--- src/sv/cpba_pkg.sv ---
// ----------------------------------------------------------------------------
// Contiguous page bitmap allocator package
// Shared sizes, operation codes and transaction types.
// ----------------------------------------------------------------------------
package cpba_pkg;

  localparam int PAGES     = 256;
  localparam int WORD_BITS = 8;
  localparam int WORDS     = (PAGES + WORD_BITS - 1) / WORD_BITS;
  localparam int WORD_AW   = (WORDS > 1) ? $clog2(WORDS) : 1;
  localparam int OFF_W     = $clog2(WORD_BITS);
  localparam int PAGE_W    = $clog2(PAGES);
  // Counter width: holds any page index, the page count itself and any
  // requested run length.
  localparam int CNT_W     = ((PAGE_W > 8) ? PAGE_W : 8) + 1;

  localparam logic [1:0] FUNC_ALLOC = 2'd0;
  localparam logic [1:0] FUNC_FREE  = 2'd1;
  localparam logic [1:0] FUNC_TEST  = 2'd2;

  typedef struct packed {
    logic [1:0] func;
    logic [8:0] run_length;
    logic [7:0] first_page;
  } req_t;

  typedef struct packed {
    logic       ok;
    logic [7:0] found_start;
    logic       page_busy;
  } rsp_t;

  typedef struct packed {
    logic             hit;
    logic [CNT_W-1:0] start;
    logic [CNT_W-1:0] run;
  } scan_res_t;

endpackage

--- src/sv/cpba_word_scan.sv ---
// ----------------------------------------------------------------------------
// Word scanner
// Advances the free-run counter across one bitmap word and reports the
// first page at which the run reaches the requested length.
// ----------------------------------------------------------------------------
module cpba_word_scan (
  input  logic [cpba_pkg::WORD_BITS-1:0] word_i,
  input  logic [cpba_pkg::CNT_W-1:0]     base_i,
  input  logic [cpba_pkg::CNT_W-1:0]     run_i,
  input  logic [cpba_pkg::CNT_W-1:0]     len_i,
  output cpba_pkg::scan_res_t            res_o
);
  import cpba_pkg::*;

  always_comb begin
    logic [CNT_W-1:0] run;
    logic [CNT_W-1:0] pg;
    logic             hit;
    logic [CNT_W-1:0] start;
    run   = run_i;
    hit   = 1'b0;
    start = '0;
    for (int b = 0; b < WORD_BITS; b++) begin
      pg = base_i + CNT_W'(b);
      // Padding bits past the last page count as busy.
      if (word_i[b] || (pg >= CNT_W'(PAGES))) begin
        run = '0;
      end else begin
        run = run + CNT_W'(1);
      end
      if (!hit && (run == len_i)) begin
        hit   = 1'b1;
        start = pg + CNT_W'(1) - len_i;
      end
    end
    res_o.hit   = hit;
    res_o.start = start;
    res_o.run   = run;
  end

endmodule

--- src/sv/contiguous_page_bitmap_allocator_unit.sv ---
// ----------------------------------------------------------------------------
// Contiguous page bitmap allocator
// First-fit allocator over a one-bit-per-page busy map held in a word memory.
// ----------------------------------------------------------------------------
// The block handles one request transaction at a time and returns exactly one
// response transaction for each. The busy map lives in a word memory of eight
// pages per word with a registered read, and every word is first read and then
// evaluated or written back. An allocate scans from word 0 upwards, reading and
// evaluating each word, then reads and writes back each word of the run it
// marks busy and ends in a closing check that finds the run complete. A free
// reads and writes back each word it clears and ends in the same closing
// check, a test reads and evaluates one word, and a rejected allocate (zero or
// oversized length) or an unused operation code goes straight to the
// response. The response register is then loaded. Reset clears a valid bit per
// word, so the map reads as all free at once and there is no clearing pass.
// The next request is taken as soon as the previous response has been loaded,
// even if it has not yet been taken downstream.
// ----------------------------------------------------------------------------
module contiguous_page_bitmap_allocator_unit (
  input  logic             clk_i,
  input  logic             rst_ni,
  input  logic             in_valid_i,
  output logic             in_stall_o,
  input  cpba_pkg::req_t   in_req_i,
  output logic             out_valid_o,
  input  logic             out_stall_i,
  output cpba_pkg::rsp_t   out_rsp_o
);
  import cpba_pkg::*;

  localparam logic [2:0] ST_IDLE    = 3'd0;
  localparam logic [2:0] ST_SCAN_RD = 3'd1;
  localparam logic [2:0] ST_SCAN_EV = 3'd2;
  localparam logic [2:0] ST_MOD_RD  = 3'd3;
  localparam logic [2:0] ST_MOD_WR  = 3'd4;
  localparam logic [2:0] ST_TEST_RD = 3'd5;
  localparam logic [2:0] ST_TEST_EV = 3'd6;
  localparam logic [2:0] ST_RESP    = 3'd7;

  // Busy map memory and per-word valid bits. A word whose valid bit is clear
  // has never been written since reset and reads as all free.
  logic [WORD_BITS-1:0] mem [WORDS];
  logic [WORDS-1:0]     word_vld_q;
  logic [WORD_BITS-1:0] rdata_q;
  logic                 rvld_q;
  logic [WORD_AW-1:0]   rd_addr;
  logic [WORD_BITS-1:0] rword;

  logic [2:0]         state_q, state_d;
  logic [WORD_AW-1:0] scan_w_q, scan_w_d;
  logic [CNT_W-1:0]   run_q, run_d;
  logic [CNT_W-1:0]   len_q, len_d;
  logic [CNT_W-1:0]   cur_q, cur_d;
  logic [CNT_W-1:0]   rem_q, rem_d;
  logic               set_q, set_d;
  rsp_t               res_q, res_d;
  logic               out_valid_q;
  rsp_t               out_q;

  scan_res_t            scan;
  logic [CNT_W-1:0]     req_len;
  logic [CNT_W-1:0]     req_page;
  logic [WORD_AW-1:0]   cur_word;
  logic [OFF_W-1:0]     cur_off;
  logic [CNT_W-1:0]     avail;
  logic [CNT_W-1:0]     chunk;
  logic [CNT_W-1:0]     hi;
  logic [WORD_BITS-1:0] mask;
  logic                 wr_en;
  logic [WORD_BITS-1:0] wdata;
  logic                 resp_load;

  assign req_len  = CNT_W'(in_req_i.run_length);
  assign req_page = CNT_W'(in_req_i.first_page);
  assign cur_word = cur_q[OFF_W +: WORD_AW];
  assign cur_off  = cur_q[OFF_W-1:0];
  assign rword    = rvld_q ? rdata_q : '0;

  // The scanner sees the word fetched in the previous cycle.
  cpba_word_scan u_scan (
    .word_i (rword),
    .base_i (CNT_W'({scan_w_q, {OFF_W{1'b0}}})),
    .run_i  (run_q),
    .len_i  (len_q),
    .res_o  (scan)
  );

  // Part of the current word covered by the run being marked or cleared.
  always_comb begin
    avail = CNT_W'(WORD_BITS) - CNT_W'(cur_off);
    chunk = (rem_q < avail) ? rem_q : avail;
    hi    = CNT_W'(cur_off) + chunk;
    for (int i = 0; i < WORD_BITS; i++) begin
      mask[i] = (CNT_W'(i) >= CNT_W'(cur_off)) && (CNT_W'(i) < hi);
    end
    wdata = set_q ? (rword | mask) : (rword & ~mask);
  end

  always_comb begin
    case (state_q)
      ST_SCAN_RD: rd_addr = scan_w_q;
      default:    rd_addr = cur_word;
    endcase
  end

  assign wr_en     = (state_q == ST_MOD_WR);
  assign resp_load = (state_q == ST_RESP) && (!out_valid_q || !out_stall_i);

  // Sequencer. A write-back also reads its word in the same cycle, but that read
  // is discarded: each write completes before the next read of the map is used.
  always_comb begin
    state_d  = state_q;
    scan_w_d = scan_w_q;
    run_d    = run_q;
    len_d    = len_q;
    cur_d    = cur_q;
    rem_d    = rem_q;
    set_d    = set_q;
    res_d    = res_q;
    case (state_q)
      ST_IDLE: begin
        if (in_valid_i) begin
          res_d = '0;
          len_d = req_len;
          cur_d = req_page;
          rem_d = req_len;
          case (in_req_i.func)
            FUNC_ALLOC: begin
              if ((req_len == '0) || (req_len > CNT_W'(PAGES))) begin
                state_d = ST_RESP;
              end else begin
                scan_w_d = '0;
                run_d    = '0;
                state_d  = ST_SCAN_RD;
              end
            end
            FUNC_FREE: begin
              res_d.ok = 1'b1;
              set_d    = 1'b0;
              state_d  = ST_MOD_RD;
            end
            FUNC_TEST: begin
              res_d.ok = 1'b1;
              if (req_page >= CNT_W'(PAGES)) begin
                state_d = ST_RESP;
              end else begin
                state_d = ST_TEST_RD;
              end
            end
            default: begin
              state_d = ST_RESP;
            end
          endcase
        end
      end
      ST_SCAN_RD: begin
        state_d = ST_SCAN_EV;
      end
      ST_SCAN_EV: begin
        run_d = scan.run;
        if (scan.hit) begin
          res_d.ok          = 1'b1;
          res_d.found_start = scan.start[7:0];
          cur_d             = scan.start;
          rem_d             = len_q;
          set_d             = 1'b1;
          state_d           = ST_MOD_RD;
        end else if (scan_w_q == WORD_AW'(WORDS - 1)) begin
          state_d = ST_RESP;
        end else begin
          scan_w_d = scan_w_q + WORD_AW'(1);
          state_d  = ST_SCAN_RD;
        end
      end
      ST_MOD_RD: begin
        if ((rem_q == '0) || (cur_q >= CNT_W'(PAGES))) begin
          state_d = ST_RESP;
        end else begin
          state_d = ST_MOD_WR;
        end
      end
      ST_MOD_WR: begin
        cur_d   = cur_q + chunk;
        rem_d   = rem_q - chunk;
        state_d = ST_MOD_RD;
      end
      ST_TEST_RD: begin
        state_d = ST_TEST_EV;
      end
      ST_TEST_EV: begin
        res_d.page_busy = rword[cur_off];
        state_d         = ST_RESP;
      end
      ST_RESP: begin
        if (resp_load) begin
          state_d = ST_IDLE;
        end
      end
      default: begin
        state_d = ST_IDLE;
      end
    endcase
  end

  // Memory array: one read and at most one write per cycle.
  always_ff @(posedge clk_i) begin
    if (wr_en) begin
      mem[cur_word] <= wdata;
    end
    rdata_q <= mem[rd_addr];
  end

  always_ff @(posedge clk_i or negedge rst_ni) begin
    if (!rst_ni) begin
      word_vld_q <= '0;
      rvld_q     <= 1'b0;
    end else begin
      // A write in this cycle lands before the next read is issued.
      rvld_q <= word_vld_q[rd_addr];
      if (wr_en) begin
        word_vld_q[cur_word] <= 1'b1;
      end
    end
  end

  always_ff @(posedge clk_i or negedge rst_ni) begin
    if (!rst_ni) begin
      state_q     <= ST_IDLE;
      out_valid_q <= 1'b0;
    end else begin
      state_q <= state_d;
      if (resp_load) begin
        out_valid_q <= 1'b1;
      end else if (!out_stall_i) begin
        out_valid_q <= 1'b0;
      end
    end
  end

  always_ff @(posedge clk_i) begin
    scan_w_q <= scan_w_d;
    run_q    <= run_d;
    len_q    <= len_d;
    cur_q    <= cur_d;
    rem_q    <= rem_d;
    set_q    <= set_d;
    res_q    <= res_d;
    if (resp_load) begin
      out_q <= res_q;
    end
  end

  assign in_stall_o  = (state_q != ST_IDLE);
  assign out_valid_o = out_valid_q;
  assign out_rsp_o   = out_q;

  // A write-back only ever targets a page inside the map.
  a_write_in_range: assert property (@(posedge clk_i) disable iff (!rst_ni)
    (state_q == ST_MOD_WR) |-> (cur_q < CNT_W'(PAGES)))
    else $error("write-back cursor beyond the last page");

  // A run found by the scan lies entirely inside the map.
  a_hit_fits: assert property (@(posedge clk_i) disable iff (!rst_ni)
    ((state_q == ST_SCAN_EV) && scan.hit) |->
      (({1'b0, scan.start} + {1'b0, len_q}) <= (CNT_W + 1)'(PAGES)))
    else $error("allocated run extends past the last page");

  // An accepted request always starts work.
  a_accept_leaves_idle: assert property (@(posedge clk_i) disable iff (!rst_ni)
    (in_valid_i && !in_stall_o) |=> (state_q != ST_IDLE))
    else $error("accepted request left the sequencer idle");

  // A new response is only loaded from the response state.
  a_resp_from_resp_state: assert property (@(posedge clk_i) disable iff (!rst_ni)
    $rose(out_valid_q) |-> ($past(state_q) == ST_RESP))
    else $error("response raised outside the response state");

endmodule
--- config.mk ---
export PLATFORM = sky130hd
export DESIGN_NAME = contiguous_page_bitmap_allocator_unit
export DESIGN_NICKNAME = d
export VERILOG_FILES = /design/src/sv/cpba_pkg.sv /design/src/sv/cpba_word_scan.sv /design/src/sv/contiguous_page_bitmap_allocator_unit.sv
export SDC_FILE = /design/constraint.sdc
export NUM_CORES = 1
export LEC_CHECK = 0
export BUFFER_PORTS_ARGS = -buffer_cell sky130_fd_sc_hd__buf_2
export CAP_MARGIN = 20
export CORE_AREA = 3 3 199 201
export CTS_BUF_LIST = sky130_fd_sc_hd__clkbuf_4
export CTS_CLUSTER_SIZE = 8
export DETAILED_ROUTE_END_ITERATION = 7
export DIE_AREA = 0 0 202 204
export PLACE_DENSITY = 0.83
export SLEW_MARGIN = 0
export SYNTH_ARGS = -nofsm -noshare
export SYNTH_HDL_FRONTEND = slang
export SYNTH_SLANG_ARGS = --single-unit
export TNS_END_PERCENT = 10
--- constraint.sdc ---
create_clock -name clk_i -period 7.82 [get_ports clk_i]
set_clock_uncertainty 0.2 [all_clocks]
set_input_delay 0 -clock clk_i [delete_from_list [all_inputs] [get_ports clk_i]]
set_output_delay 0 -clock clk_i [all_outputs]
set_load 0.05 [all_outputs]
# Word-level counts from Yosys, hierarchy flattened

Memory sizes are Yosys's and may differ from the RTL's. A register that Yosys moved wholly into a read port is not among the register bits.
Index checks and enable logic that the tools add are counted.

Bits in registers: 99
RAM bits: 256
Input bits: 23
Output and inout port bits: 12
Word-level logic and storage cells: 239
Memories: 1

Memories:

| name | words | bits a word | read ports | clocked after Yosys merged registers in | write ports | RTL line                                    | source |
|---|---|---|---|---|---|---|---|
| mem  | 32    | 8           | 1          | 1                                       | 1           | contiguous_page_bitmap_allocator_unit.sv:42 | `logic [WORD_BITS-1:0] mem [WORDS];` |

Add/sub/neg operators: 35
Order comparisons: 31
Equal/unequal tests: 27
Multiplexer cells: 72
Bitwise gates (word level): 4
Reductions and logical operators: 53

Operators by type and width:

| operator                                            | count |
|---|---|
| 2-to-1 mux 9 bit                                    | 25 |
| adder 9 x 1 -> 9 bit, second input constant         | 15 |
| subtractor 9 bit                                    | 9 |
| == test 9 bit                                       | 8 |
| >= comparator 9 bit, second input constant          | 8 |
| case mux 9 bit (3 select lines)                     | 2 |
| adder 8 x 3 -> 9 bit, second input constant         | 4 |
| < comparator 3 x 9 -> 1 bit, first input constant   | 4 |
| case mux 9 bit (2 select lines)                     | 2 |
| OR 32 bit                                           | 1 |
| 2-to-1 mux 5 bit                                    | 6 |
| case mux 3 bit (8 select lines)                     | 1 |
| 2-to-1 mux 1 bit                                    | 19 |
| adder 8 x 2 -> 9 bit, second input constant         | 2 |
| >= comparator 8 x 9 -> 1 bit, second input constant | 2 |
| zero test 9 bit                                     | 2 |
| < comparator 1 x 9 -> 1 bit, first input constant   | 2 |
| < comparator 2 x 9 -> 1 bit, first input constant   | 2 |
| logical AND 1 bit                                   | 16 |
| 2-to-1 mux 8 bit                                    | 2 |
| 2-to-1 mux 3 bit                                    | 5 |
| == test 3 bit, second input constant                | 4 |
| < comparator 5 x 6 -> 1 bit, second input constant  | 2 |
| != test 2 bit, second input constant                | 6 |
| other kinds (40)                                    | 73 |

# Depth between registers and ports, before layout

Depth in word-level cells: 28
Mapped depth: 28
Mapped depth without buffers: 25

# Modules after synthesis

Synthesis repeated with hierarchy kept, for this count alone.

Cells, all modules: 2223
Area, all modules: 23480.0 um2

Modules (own cells, without submodules):

| module                                | times used | cells each | area an instance (um2) | sequential area each (um2) |
|---|---|---|---|---|
| contiguous_page_bitmap_allocator_unit | 1          | 1175       | 15797.7                | 10635.2 |
| cpba_word_scan                        | 1          | 1048       | 7682.4                 | 0.0 |

# Worst setup path before layout

Ideal clock, no wire load.

Path type: register to register
Start: reg run_q[0]
End: reg cur_q[0] (enable)
Setup time: 399 ps
Arrival time: 6877 ps
Required time: 7221 ps
Slack: 344 ps
Cell stages (with the launch flop): 29
Buffers on the path: 3
Clock period less this slack: 7476 ps
Cell sequence: edfxtp_1 ha_1 buf_2 nor2b_1 clkbuf_1 nor3_1 ha_1 and2_1 ha_1 and2_1 ha_1 and2_1 ha_1 and2_1 clkbuf_1 nand4_1 a211oi_1 a311oi_1 nand2_1 nand4_1 or3b_1 nor3b_1 o211a_1 or3_1 a21oi_2 mux2_4 nor2_1 o211ai_1 a21oi_1

Longest elaborated chain between the ends: 27
Elaborated cells on any way between the ends: 48
Classes of those cells: add/sub (8); eq/ne (9); mux (16); reduce/logical (15)

Ends and longest elaborated chain:

| item                                                          | RTL line                                     | source |
|---|---|---|
| start: declaration                                            | contiguous_page_bitmap_allocator_unit.sv:51  | `logic [CNT_W-1:0] run_q, run_d;` |
| start signal: assignment                                      | contiguous_page_bitmap_allocator_unit.sv:242 | `run_q <= run_d;` |
| adder 9 x 1 -> 9 bit *                                        | cpba_word_scan.sv:29                         | `run = run + CNT_W'(1);` |
| 2-to-1 mux 9 bit *                                            | cpba_word_scan.sv:26                         | `if (word_i[b] \|\| (pg >= CNT_W'(PAGES))) begin` |
| branches (longest 22 deep; another with adder 9 x 1 -> 9 bit) | -                                            |  |
| 2-to-1 mux 1 bit *                                            | cpba_word_scan.sv:31                         | `if (!hit && (run == len_i)) begin` |
| != test 2 bit (no line) *                                     | -                                            |  |
| AND reduction 3 bit (no line) *                               | -                                            |  |
| end signal: assignment                                        | contiguous_page_bitmap_allocator_unit.sv:244 | `cur_q <= cur_d;` |
| end: declaration                                              | contiguous_page_bitmap_allocator_unit.sv:53  | `logic [CNT_W-1:0] cur_q, cur_d;` |

Mark *: on every way between the ends.
A chain may end at the register's enable or synchronous reset.

# Final worst setup path

Start: reg run_q[1]
End: reg cur_q[6] (data pin)

Longest elaborated chain between the ends: 27
Elaborated cells on any way between the ends: 55
Classes of those cells: add/sub (8); eq/ne (8); mux (25); reduce/logical (14)

Ends and longest elaborated chain:

| item                                                          | RTL line                                     | source |
|---|---|---|
| adder 9 x 1 -> 9 bit *                                        | cpba_word_scan.sv:29                         |  |
| 2-to-1 mux 9 bit *                                            | cpba_word_scan.sv:26                         |  |
| branches (longest 22 deep; another with adder 9 x 1 -> 9 bit) | -                                            |  |
| 2-to-1 mux 9 bit *                                            | cpba_word_scan.sv:31                         |  |
| 2-to-1 mux 9 bit *                                            | contiguous_page_bitmap_allocator_unit.sv:161 | `if (scan.hit) begin` |
| case mux 9 bit (3 select lines) *                             | contiguous_page_bitmap_allocator_unit.sv:120 | `case (state_q)` |
| net cur_d[6]                                                  | contiguous_page_bitmap_allocator_unit.sv:53  |  |

Mark *: on every way through the listed nets, which the timed path passes. The select of a mux whose other input is x is not followed.

==> flow_metrics.tcl <==
set metrics [dict create \
    status "finished clean" \
    layout_setup_ws_ps 455 \
    p_per_area_mw_per_mm2 414 \
    fin_tns_setup_ps 0 \
    fin_nets 2159 \
    wl_per_cell_um 22.2 \
    switching_share_pct 44.7 \
    ys_ff_latch 363 \
    holdPathEnd "out_rsp_o[8]$_DFFE_PP_" \
    grt_remaining_overflow 0 \
    startpoint_type "register" \
    port-buffer-count 34 \
    seqPwrFrac_pct 29.6 \
    tightest_slew_ps 1120 \
    clockBufferDepth 3 \
    synth_edf_count 318 \
    min_period_ps 7360 \
    multiInputGateArea_mm2 0.00956 \
    pin_count 35 \
    drt_pass1_iterations 6 \
    pwr-share-comb_pct 53.4 \
    dr_total_vias 17100 \
    core.rowCount 71 \
    cts_made_buffers 87 \
    hold_violations 0 \
    path_delay_family "simple AND/OR/NAND/NOR gates" \
    area_growth_pct 11.7 \
    p_sw_mw 4.29 \
    ff_latch_area_mm2 0.0106 \
    slowest_delay_ps 550 \
    vias_per_cell 6.43 \
    die_area_mm2 0.0412 \
    end_kind "register" \
    ys_seq_area_share_pct 51.3 \
    netlist_area_mm2 0.0207 \
    cts_setup_buffers 0 \
    hold_start "out_stall_i" \
    grt_pass1_wl_mm 92.4 \
    final_area_mm2 0.0232 \
    grt_start_max_net_pins 80 \
    fillCellCount 2958 \
    drive_gt1_share_pct 15.1 \
    hold_class "input pin to register" \
    leakage_nw 8.43 \
    async_flop_share_pct 10.2 \
    synthDistinctLibCells 99 \
    critPathSlowestCell "o311ai_1" \
    cts_root_buf "clkbuf_4" \
    synthCells 1987 \
    synth-main-ff-cell "edfxtp_1" \
    first_iter_violations 2202 \
    crit_buf_inv 1 \
    clock.fmax_mhz 136 \
    cts.clk_slew.worst_paths_ps 60 \
    drtAntennaViolNets 0 \
    crit_type "register to register" \
    grt_pass1_vias 16500 \
    wirelength_mm 59.1 \
    reg2reg_to "cur_q[6]$_DFFE_PP_" \
    clkPwrFrac_pct 17.0 \
    clk_latency_ps 760 \
    cap_violations 0 \
    dpl-instance-area_mm2 0.0215 \
    drc 0 \
    core_area_mm2 0.0378 \
    ff2ff_setup_slack_ps 460 \
    synth_area_leader_cell "edfxtp_1" \
    htree_levels 3 \
    hpwlAfterDp_mm 38.4 \
    antenna_found_initial 3 \
    slew_headroom_pct 25.3 \
    globalplace.congestion 0.966 \
    timing.rr.start "run_q[1]$_SDFFCE_PN0P_" \
    cts_sinks 363 \
    yosysWarnings 0 \
    reg2reg_depth 25 \
    synthTopCellsByArea "edfxtp_1, dfrtp_1, nand2_1, a211oi_1, xnor2_1" \
    die_y_um 204 \
    critPathRequiredTime_ps 8090 \
    cts_tree "done" \
    post-route-period-util_pct 94.2 \
    min_path_cells 3 \
    grt_setup_unrepaired "false" \
    ir_drop_v 0.000232 \
    timing.hold.ws_ps 47.2 \
    netlist.area_leader.share_pct 46.0 \
    synth_most_common_cell "edfxtp_1" \
    syn_avg_cell_area_um2 10.4 \
    final-setup-viol-count 0 \
    gr-usage-all-layers_pct 28.4 \
    drv_slew 0 \
    synth_common_cells "edfxtp_1, nand2_1, nor2_1" \
    internal_power_mw 5.30 \
    pre_cts_ws_ps 408 \
    final_util_pct 61.4 \
    die_w_um 202 \
    worstPathMaxFanout 10 \
    arrival_ps 7630 \
    start_util_pct 54.9 \
]
-- stage by stage --
stage	power [mW]	cells
finish	9.59	2664
global route	10.2	2663
floorplan	6.46	1990
detailed placement	7.77	2453
global placement	7.66	2453
CTS	9.43	2658
-- how the worst max path moves through the flow --
stage                           startpoint                      to  slack, ps  cells past startpoint
floorplan           run_q[0]$_SDFFCE_PN0P_      cur_q[0]$_DFFE_PP_        340                     28
global placement    run_q[1]$_SDFFCE_PN0P_      rem_q[6]$_DFFE_PP_        620                     27
detailed placement  run_q[1]$_SDFFCE_PN0P_  res_q[1]$_SDFFCE_PN0P_        410                     24
CTS                 run_q[1]$_SDFFCE_PN0P_  state_q[1]$_DFFE_PN0P_        190                     25
global route        run_q[1]$_SDFFCE_PN0P_  state_q[1]$_DFFE_PN0P_         70                     27
finish              run_q[1]$_SDFFCE_PN0P_      cur_q[6]$_DFFE_PP_        460                     25
-- worst register-to-register path: cells and delay by family, from the launching register on --
kind	cells	cell delay (ps)
flip-flops	1	430
multiplexers	1	360
AND/OR/NAND/NOR	13	2940
AO/OA/AOI/OAI	5	1380
adder cells (fa/ha/maj)	5	1630
buffers and inverters	1	150
-- per-layer routing --
layer,share of wire (%),global-route usage [%],vias to the layer above
met1,39,37.2,8147
met5,0,0,-
met4,5.2,14.3,0
met3,9.4,5.77,230
li1,-,-,7701
met2,46,45.2,1047
-- cells by family (layout without fill, tap and decap cells) --
kind of cell	after synthesis	count (layout)	share of synthesized area [%]
simple gates	719	719	17.2
compound gates	535	535	18.0
flops	363	363	51.3
buf+inv	173	333	3.18
xor+xnor	110	110	4.96
fa+ha+maj	58	58	3.75
mux	28	28	1.62
other cells	1	7	0.0181
-- registers in the layout, summed over array words and instances (netlist names) --
name,cells
rdata_q,8
scan_w_q,5
mem,256
out_rsp_o,10
cur_q,9
set_q,1
out_valid_o,1
word_vld_q,32
run_q,9
rem_q,9
res_q,10
len_q,9
state_q,3
rvld_q,1
-- power groups by stage --
| stage | Sequential, mW | Combinational, mW | Clock, mW |
|---|---|---|---|
| after global placement | 2.85 | 4.81 | 0 |
| after floorplan | 2.82 | 3.63 | 0 |
| after CTS | 2.82 | 4.96 | 1.65 |
| final | 2.84 | 5.12 | 1.63 |
| after global routing | 2.85 | 5.56 | 1.75 |
| after detailed placement | 2.86 | 4.91 | 0 |
-- cell type report --
| cell class | count | share of cell area [%] |
|---|---|---|
| repair buffers | 115 | 3.96 |
| diodes | 3 | 0.0324 |
| flip-flops and latches | 363 | 45.9 |
| well taps | 511 | 2.76 |
| clock inverters | 14 | 0.394 |
| clock buffers | 147 | 4.76 |
| inverters | 57 | 0.923 |
| multi-input cells | 1454 | 41.3 |
-- placed cells by master, fill, tap and decap left out, types with 16 or more instances in the layout --
master	n
edfxtp_1	318
a31oi_1	49
dfrtp_1	37
nor2_1	131
nand3_1	52
a21o_1	18
o21ai_0	77
buf_2	34
xnor2_1	88
clkbuf_4	147
ha_1	50
nand2_1	243
a211oi_1	110
xor2_1	16
a21oi_1	86
and2_1	91
inv_1	48
or2_2	36
nand4_1	20
nor3_1	31
a311oi_1	38
dlygate4sd3_1	43
buf_4	36
and3_1	16
-- what timing repair did --
action / CTS / global route
hold endpoints to repair: 130 / 0
hold buffers: 44 / 0
endpoints found under the setup margin: 0 / 41
resized for setup: 0 / 6
Power figures use the tool's default switching activity.
